--- src/design/mqt_ram.sv ---
// Generic simple dual-port RAM with registered read.
`default_nettype none
module mqt_ram #(
  parameter int WIDTH = 8,
  parameter int DEPTH = 16
) (
  input  wire logic                     clk,
  input  wire logic                     we,
  input  wire logic [$clog2(DEPTH)-1:0] waddr,
  input  wire logic [WIDTH-1:0]         wdata,
  input  wire logic                     re,
  input  wire logic [$clog2(DEPTH)-1:0] raddr,
  output logic      [WIDTH-1:0]         rdata
);

  logic [WIDTH-1:0] mem [DEPTH];

  always_ff @(posedge clk) begin
    if (we) begin
      mem[waddr] <= wdata;
    end
    if (re) begin
      rdata <= mem[raddr];
    end
  end

endmodule
`default_nettype wire

--- config.mk ---
export PLATFORM = sky130hd
export DESIGN_NAME = mqt_ram
export DESIGN_NICKNAME = d
export VERILOG_FILES = /design/src/design/mqt_ram.sv
export SDC_FILE = /design/constraint.sdc
export NUM_CORES = 1
export LEC_CHECK = 0
export ABC_AREA = 1
export BUFFER_PORTS_ARGS = -buffer_cell sky130_fd_sc_hd__buf_2
export CAP_MARGIN = 20
export CORE_UTILIZATION = 55
export CTS_BUF_LIST = sky130_fd_sc_hd__clkbuf_16
export DETAILED_ROUTE_END_ITERATION = 16
export PLACE_DENSITY = 0.73
export SYNTH_ARGS = -nofsm -noshare
export SYNTH_HDL_FRONTEND = slang
export SYNTH_SLANG_ARGS = --single-unit
--- constraint.sdc ---
create_clock -name clk -period 1 [get_ports clk]
set_input_delay 0.05 -clock clk [delete_from_list [all_inputs] [get_ports clk]]
set_output_delay 0.05 -clock clk [all_outputs]
set_load 0.02 [all_outputs]
==> flow_summary.json, run 1 <==
{
  "ant_nets": 0,
  "insertion_delay_ps": 410,
  "final_area_um2": 7170,
  "cp_slowest_cell": "edfxtp_1",
  "cts_tree": "built",
  "layout_worst_path_cycle_share": 1.09,
  "worstMarginPinSlew_ps": 372,
  "fmax_mhz": 918,
  "core_area_um2": 10300,
  "yosys.area.top_type": "edfxtp_1",
  "cts_made_buffers": 17,
  "synth.area.top_cells": "edfxtp_1, nand2_1, nand3_1, inv_1, buf_6",
  "start_util": 0.566,
  "worstSetupEndpointType": "output port",
  "grt_pass1_wl_um": 21200,
  "place_congestion": 0.873,
  "io_buffers": 26,
  "remaining_drc_errors": 0,
  "firstDrtPassIters": 5,
  "nFillCells": 710,
  "die-area_um2": 11000,
  "p_total_w": 0.0135,
  "min_to": "rdata[1]",
  "grt_overflow_total": 0,
  "met3_usage": 0.0474,
  "multi_input_area_um2": 1480,
  "power_density_nw_per_um2": 1880,
  "grt_pass1_vias": 3944,
  "ys_ff_latch": 136,
  "avgSynthCellArea_um2": 10.6,
  "synth_fp_nets": 570,
  "final.setup.worst_slack_ps": -88.8,
  "grtUsageTotal": 0.270,
  "hpwl_um": 8690,
  "grt_setup_unrepaired": "true",
  "r2r_slack_ps": -90,
  "finClkSkew_ps": 5.82,
  "status": "finished with violations",
  "num_vias": 4110,
  "critPathMaxFanout": 1,
  "ys_seq_area_frac": 0.698,
  "crit_buf_inv": 1,
  "worstReg2RegEnd": "rdata[6]",
  "max_stage_delay_ps": 460,
  "r2r-start": "mem[7][6]",
  "via_per_inst": 5.47,
  "yosysWarnings": 0,
  "ioPinCount": 27,
  "min-delay-start": "re",
  "rr_worst_depth": 6,
  "failed_checks": "negative setup slack",
  "fin_nets": 623,
  "grt_max_degree": 26,
  "die_h_um": 105,
  "ff_latch_area_um2": 4080,
  "die_w_um": 105,
  "drtIter0Drc": 412,
  "drive_above_1_share": 0.237,
  "path_cells": "buf_6",
  "hold_viol": 0,
  "irDropWorstVdd_v": 0.00120,
  "start_kind": "flop",
  "cap_violations": 0,
  "clk_pin_slew_worst_paths_ps": 50,
  "htree_levels": 4,
  "insertedDiodeCount": 0,
  "synth_top_area_frac": 0.698,
  "num_rows": 37,
  "min_path_cells": 1,
  "hp-class": "input port to flop",
  "critPathKind": "flop to output port",
  "area_growth_pct": 22.6,
  "dpl_cell_area_um2": 6280,
  "required_ps": 950,
  "grtUsageMet2": 0.452,
  "arrival_ps": 1040,
  "max_slew_margin": 0.752,
  "grt_use_met1": 0.353,
  "clock_sinks": 136,
  "timing.hold.ws_ps": 22.0,
  "netlist_area_um2": 5850,
  "clockBufferDepth": 2,
  "wl_um": 14000,
  "p_leak_nw": 3.12,
  "crit_family": "flip-flops",
  "setup_viol": 14,
  "cts_root_buf": "clkbuf_16",
  "slew_violations": 0,
  "antenna_found_initial": 0,
  "synthDistinctLibCells": 11,
  "grt-busiest-layer": "met2",
  "wire_per_inst_um": 18.6,
  "period_needed_ps": 1090,
  "syn_inst": 551,
  "post-place-ws_ps": -229
}
==> cell type report <==
cell class | count | share of cell area
Timing Repair Buffer | 58 | 0.0665
Sequential cell | 136 | 0.570
Tap cell | 136 | 0.0237
Clock inverter | 14 | 0.0199
Inverter | 102 | 0.0534
Clock buffer | 17 | 0.0594
Multi-Input combinational cell | 289 | 0.207
==> sequential cells by signal (all words and copies together), names as in the netlist <==
name,flops
mem,128
rdata,8
==> what timing repair did <==
action,CTS,global route
resized for setup,46,29
endpoints found under the setup margin,13,16
pin swaps,33,20
setup buffers,0,0
hold buffers,0,0
==> layer usage <==
layer	routed length [um]	share of wire	vias up
li1	-	-	1885
met5	0	0	-
met4	315	0.023	0
met2	7110	0.51	182
met1	5510	0.39	2011
met3	1050	0.075	32
==> cells in the mapped netlist <==
master and n:
nand2_1 173, nand3b_1 2, nor2_1 17, inv_1 100, buf_2 13, edfxtp_1 136, buf_1 1, buf_4 4
buf_6 6, inv_2 2, nand3_1 97
==> cells by family after synthesis <==
group / Yosys count / share of synthesized area
buf+inv: 126 / 0.0939
flops: 136 / 0.698
simple gates: 289 / 0.208
==> layout by cell type (no fill, tap or decap), drive strengths merged <==
cell / n
nor2: 17
clkinv: 6
edfxtp: 136
clkinvlp: 2
nand3: 97
bufinv: 3
inv: 105
nand3b: 2
clkbuf: 17
nand2: 173
buf: 58
==> worst max-delay path by stage <==
stage	end	depth (start not counted)	slack, ps	start
after CTS	rdata[5]	1	-90	rdata[5]
final	rdata[5]	1	-90	rdata[5]
after global placement	rdata[5]	8	-210	raddr[0]
after detailed placement	rdata[5]	7	-230	raddr[0]
after global routing	rdata[6]	6	-140	mem[6][6]
after floorplan	mem[4][0]	2	-0.8	waddr[3]
==> power by group <==
part | internal (W) | leakage [nW] | switching, W | total [W]
Clock | 0.00383 | 0.285 | 0.00218 | 0.00601
Sequential | 0.00643 | 1.24 | 0.0000494 | 0.00648
Combinational | 0.000333 | 1.60 | 0.000651 | 0.000984
Total | 0.0106 | 3.12 | 0.00288 | 0.0135
==> per-stage QoR <==
step / util / setup TNS [ps] / cells
after floorplan: - / -54.0 / 551
after global placement: 0.609 / -2310 / 721
after detailed placement: 0.609 / -3030 / 721
after CTS: 0.683 / -642 / 752
after global routing: 0.694 / -1310 / 752
final: 0.694 / -791 / 752
(Power assumes the default switching activity.)
==> run 2, diff against run 1 <==
==> constraint.sdc (replaced) <==
create_clock -name clk -period 1 [get_ports clk]
set_input_delay 0.05 -clock clk [delete_from_list [all_inputs] [get_ports clk]]
set_output_delay 0.05 -clock clk [all_outputs]
set_load 0.1 [all_outputs]
==> run 2 against run 1 <==
  * The run still ends with negative setup slack left
  * Via count fell by 2.7%
  * Flip-flop and latch count did not move
  * Critical path type unchanged
  * Cell area rose by 1.6%
  * Highest routed layer unchanged
  * Cell count did not move
  * Sequential power barely moved
  * Register-to-register slack barely moved
  * Combinational power rose by 22%
  * Worst setup slack got worse by 61 ps
  * Routed wire length fell by 1.8%
  * Largest power group unchanged
  * Clock power rose by 5.2%
==> flow_summary.json, run 2 (synthesis results as in run 1) <==
{
  "status": "finished with violations",
  "failed_checks": "negative setup slack",
  "p_clk_frac": 0.451,
  "path_cells": "buf_12",
  "firstDrtPassIters": 5,
  "cp.depth": 1,
  "post_cts_buffers": 0,
  "grtUsageMet2": 0.446,
  "drive_above_1_share": 0.237,
  "htree_levels": 4,
  "insertion_delay_ps": 410,
  "hpwl_um": 8380,
  "largest_registers": "mem x128, rdata x8",
  "final_cell_mix": "nand2_1, edfxtp_1, inv_1",
  "final_common_cell": "nand2_1",
  "cp_slowest_cell": "edfxtp_1",
  "hold_viol": 0,
  "r2r-start": "mem[8][3]",
  "fin_nets": 622,
  "met3_usage": 0.0487,
  "num_vias": 3998,
  "critPathKind": "flop to output port",
  "cts_root_buf": "clkbuf_16",
  "wl_um": 13700,
  "top_register": "mem",
  "insertedDiodeCount": 0,
  "grt_pass1_wl_um": 21500,
  "grtUsageTotal": 0.269,
  "power_density_nw_per_um2": 1920,
  "irDropWorstVdd_v": 0.00134,
  "remaining_drc_errors": 0,
  "min-delay-start": "re",
  "worstSetupEndpointType": "output port",
  "grt-busiest-layer": "met2",
  "fmax_mhz": 870,
  "die-area_um2": 11000,
  "setup_viol": 16,
  "grt_overflow_total": 0,
  "crit_family": "flip-flops",
  "p_sw_w": 0.00326,
  "power_frac_comb": 0.086,
  "period_needed_ps": 1150,
  "startpoint": "rdata[4]",
  "ioPinCount": 27,
  "cap_violations": 0,
  "intPower_w": 0.0107,
  "num_rows": 37,
  "via_per_inst": 5.32,
  "cts_tree": "built",
  "ant_nets": 0,
  "area_growth_pct": 24.6,
  "min_path_cells": 1,
  "start_kind": "flop",
  "die_w_um": 105,
  "grt_use_met1": 0.355,
  "clock_sinks": 136,
  "swShare": 0.233,
  "finClkSkew_ps": 7.79,
  "max_stage_delay_ps": 470,
  "largest_reg_flops": 128,
  "core_area_um2": 10300,
  "antenna_found_initial": 0,
  "io_buffers": 26,
  "required_ps": 950,
  "seqPwrFrac": 0.463,
  "die_h_um": 105,
  "r2r_slack_ps": -90,
  "p_leak_nw": 3.15,
  "clockBufferDepth": 2,
  "crit_buf_inv": 1,
  "slew_violations": 0,
  "dpl_cell_area_um2": 6420,
  "max_slew_margin": 0.752,
  "grt_setup_unrepaired": "true",
  "post-place-ws_ps": -240,
  "start_util": 0.566,
  "place_congestion": 0.981,
  "cts_made_buffers": 17,
  "layout_worst_path_cycle_share": 1.15,
  "worstMarginPinSlew_ps": 371,
  "final_area_um2": 7280,
  "drtIter0Drc": 334,
  "rr_worst_depth": 6,
  "grt_pass1_vias": 4019,
  "wire_per_inst_um": 18.3,
  "clk_pin_slew_worst_paths_ps": 60,
  "final.setup.worst_slack_ps": -150,
  "hp-class": "input port to flop",
  "grt_max_degree": 53,
  "arrival_ps": 1100,
  "critPathMaxFanout": 1
}
run 2: what timing repair did:
action                     4_1_cts  5_1_grt
resized for setup               38       19
hold buffers                     0        0
setup endpoints to repair       16       16
pin swaps                       42       22
run 2: through the flow:
step	instances	util	power [W]	hold slack [ps]	TNS [ps]
5_1_grt	752	0.705	0.0144	15.2	-1820
6_report	752	0.705	0.0140	16.0	-1280
3_5_place_dp	720	0.622	0.00770	431	-5970
4_1_cts	752	0.698	0.0140	13.0	-1130
2_1_floorplan	551	-	0.00722	149	-54.0
3_3_place_gp	720	0.622	0.00767	420	-4450
run 2: metal layers:
metal / share of wire / routed length, um / vias to the layer above
met1: 0.40 / 5470 / 1900
li1: - / - / 1893
met4: 0.015 / 210 / 0
met5: 0 / 0 / -
met3: 0.081 / 1120 / 18
met2: 0.51 / 6940 / 187
run 2: power groups by stage:
stage	clock, W	sequential (W)	combinational [W]
after floorplan	0	0.00677	0.000450
after global placement	0	0.00659	0.00108
after detailed placement	0	0.00660	0.00110
after CTS	0.00635	0.00648	0.00117
after global routing	0.00658	0.00649	0.00129
final	0.00632	0.00648	0.00120
run 2: path summary, 6_finish.rpt:
path,end
worst min register to register,rdata[1]
worst max register to register,rdata[3]
worst min-delay path,rdata[1]
worst max-delay path,rdata[4]
run 2: final cells by class:
type	instances	area (um2)
clock buffer	17	425
clock inverter	15	174
fill	713	3040
inverter	102	383
multi-input combinational	289	1480
sequential	136	4080
tap	136	170
timing repair buffer	57	571
==> run 3, diff against run 2 <==
==> config.mk (replaced) <==
export PLATFORM = sky130hd
export DESIGN_NAME = mqt_ram
export DESIGN_NICKNAME = d
export VERILOG_FILES = /design/src/design/mqt_ram.sv
export SDC_FILE = /design/constraint.sdc
export NUM_CORES = 1
export LEC_CHECK = 0
export BUFFER_PORTS_ARGS = -buffer_cell sky130_fd_sc_hd__buf_2
export CAP_MARGIN = 20
export CORE_UTILIZATION = 54
export CTS_BUF_LIST = sky130_fd_sc_hd__clkbuf_16
export DETAILED_ROUTE_END_ITERATION = 16
export PLACE_DENSITY = 0.72
export SYNTH_ARGS = -nofsm -noshare
export SYNTH_HDL_FRONTEND = slang
export SYNTH_SLANG_ARGS = --single-unit
==> run 3 against run 2 <==
  * The flow still finishes with violations (negative setup slack)
  * Combinational power shrank 15%
  * Cell area decreased by 9.7%
  * Routed wire length down 22%
  * Fmax shrank 23%
  * Sequential power hardly changed
  * Utilization fell by 0.059 points
  * Die area is 8.8% lower
  * Sequential share of layout area grew 6.0 points
  * Clock power down 5.9%
  * Critical endpoint is now rdata[3]
==> flow_summary.json, run 3 <==
{
  "grtUsageTotal": 0.244,
  "max_slew_margin": 0.472,
  "setup_viol": 16,
  "path_cells": "mux4_2 > a22oi_2 > nand2_1",
  "grt_overflow_total": 0,
  "yosys.area.top_type": "edfxtp_1",
  "drtIter0Drc": 204,
  "die_h_um": 100,
  "cp_slowest_cell": "mux4_2",
  "clockBufferDepth": 2,
  "final_cell_mix": "edfxtp_1, mux4_2, buf_12",
  "core_area_um2": 9330,
  "min-delay-start": "wdata[1]",
  "placed_cells": 403,
  "start_util": 0.560,
  "grtUsageMet2": 0.379,
  "grt_pass1_vias": 2669,
  "clock_sinks": 136,
  "grt_setup_unrepaired": "true",
  "synth.area.top_cells": "edfxtp_1, mux4_2, mux4_1, a22oi_1, nor2_1",
  "antenna_found_initial": 0,
  "rr_worst_depth": 3,
  "failed_checks": "negative setup slack",
  "post_cts_buffers": 0,
  "r2r-start": "mem[7][3]",
  "clk_pin_slew_worst_paths_ps": 60,
  "status": "finished with violations",
  "io_buffers": 26,
  "critPathMaxFanout": 1,
  "worstMarginPinSlew_ps": 790,
  "via_per_inst": 5.91,
  "dpl_cell_area_um2": 5950,
  "fmax_mhz": 669,
  "layoutNonFillerInstCount": 436,
  "critPathKind": "flop to flop",
  "ys_seq_area_frac": 0.781,
  "synth-main-ff-cell": "edfxtp_1",
  "avgSynthCellArea_um2": 22.8,
  "met3_usage": 0.0675,
  "hpwl_um": 6660,
  "final_area_um2": 6580,
  "wire_per_inst_um": 24.6,
  "final.setup.worst_slack_ps": -495,
  "die-area_um2": 10100,
  "synth_fp_nets": 248,
  "min_path_cells": 1,
  "irDropWorstVdd_v": 0.00141,
  "power_density_nw_per_um2": 2050,
  "async_flop_share": 0,
  "max_stage_delay_ps": 540,
  "finClkSkew_ps": 5.31,
  "largest_registers": "mem x128, rdata x8",
  "slew_violations": 0,
  "grt_pass1_wl_um": 16500,
  "p_leak_nw": 2.18,
  "grt-busiest-layer": "met2",
  "largest_reg_flops": 128,
  "synth_top_area_frac": 0.781,
  "synth_edf_count": 136,
  "arrival_ps": 1650,
  "startpoint": "mem[7][3]",
  "htree_levels": 4,
  "insertion_delay_ps": 410,
  "fin_nets": 313,
  "num_rows": 35,
  "hp-class": "input port to flop",
  "ioPinCount": 27,
  "cap_violations": 0,
  "place_congestion": 0.806,
  "top_register": "mem",
  "final_common_cell": "edfxtp_1",
  "cts_made_buffers": 17,
  "layout_worst_path_cycle_share": 1.50,
  "num_vias": 2577,
  "worstSetupEndpointType": "flop",
  "yosysWarnings": 0,
  "syn_inst": 229,
  "insertedDiodeCount": 0,
  "grt_use_met1": 0.330,
  "wl_um": 10700,
  "die_w_um": 100,
  "netlist_area_um2": 5230,
  "synth_common_cells": "edfxtp_1, mux4_2, a22oi_1",
  "grt_max_degree": 17,
  "required_ps": 1160,
  "synthDistinctLibCells": 18,
  "cts_root_buf": "clkbuf_16",
  "start_kind": "flop",
  "drive_above_1_share": 0.450,
  "firstDrtPassIters": 4,
  "ys_ff_latch": 136,
  "cts_tree": "built",
  "fin_util": 0.705,
  "remaining_drc_errors": 0,
  "hold_viol": 0,
  "synth.most_common_cell": "edfxtp_1",
  "period_needed_ps": 1500,
  "area_growth_pct": 25.8,
  "ant_nets": 0
}
==> run 3: stage by stage <==
step / total power (W) / hold slack, ps / TNS, ps / setup slack [ps]
6_report: 0.0134 / 36.6 / -3990 / -495
5_1_grt: 0.0138 / 39.4 / -4550 / -523
2_1_floorplan: 0.00714 / 149 / -4380 / -266
3_5_place_dp: 0.00758 / 419 / -28490 / -617
4_1_cts: 0.0135 / 25.0 / -4110 / -493
3_3_place_gp: 0.00756 / 419 / -26760 / -598
==> run 3: layout make-up <==
class / count / area (um2)
flip-flops and latches: 136 / 4080
fillers: 548 / 2750
multi-input cells: 83 / 1120
repair buffers: 56 / 628
clock buffers: 17 / 425
well taps: 129 / 161
clock inverters: 15 / 153
==> run 3: kinds of logic (layout without fill, tap and decap cells) <==
group,Yosys count,count (layout),synth area share
and+or+nand+nor,35,35,0.0314
AOI/OAI and AO/OA,16,16,0.0230
DFF,136,136,0.781
buffers and inverters,10,88,0.0165
muxes,32,32,0.148
==> run 3: worst paths after layout <==
kind                                    to  slack, ps
worst min-delay path            mem[14][1]         40
worst max register to register    rdata[3]       -500
worst min register to register    rdata[5]        780
worst max-delay path              rdata[3]       -500
==> run 3: report_power, final <==
group | total (W) | switching, W | internal [W] | leakage, nW
sequential | 0.00648 | 0.0000536 | 0.00643 | 1.24
clock | 0.00595 | 0.00229 | 0.00366 | 0.276
combinational | 0.00102 | 0.000605 | 0.000413 | 0.668
==> run 3: what timing repair did <==
item / 4_1_cts / 5_1_grt
gates resized for setup: 7 / 1
endpoints found under the setup margin: 16 / 16
pin swaps: 1 / 4
endpoints found under the hold margin: 8 / 0
hold buffers: 1 / 0
==> run 3: metal layers <==
metal / wire length (um) / part of all wire / vias up
met5: 0 / 0 / -
met4: 284 / 0.026 / 0
met3: 949 / 0.088 / 17
met2: 5300 / 0.49 / 143
met1: 4200 / 0.39 / 1313
li1: - / - / 1104
==> run 3: worst max-delay path: cells and delay by family (launching register included) <==
kind | cells | cell delay [ps]
AND/OR/NAND/NOR | 1 | 90
AO/OA/AOI/OAI | 1 | 200
multiplexers | 1 | 540
flip-flops | 1 | 410
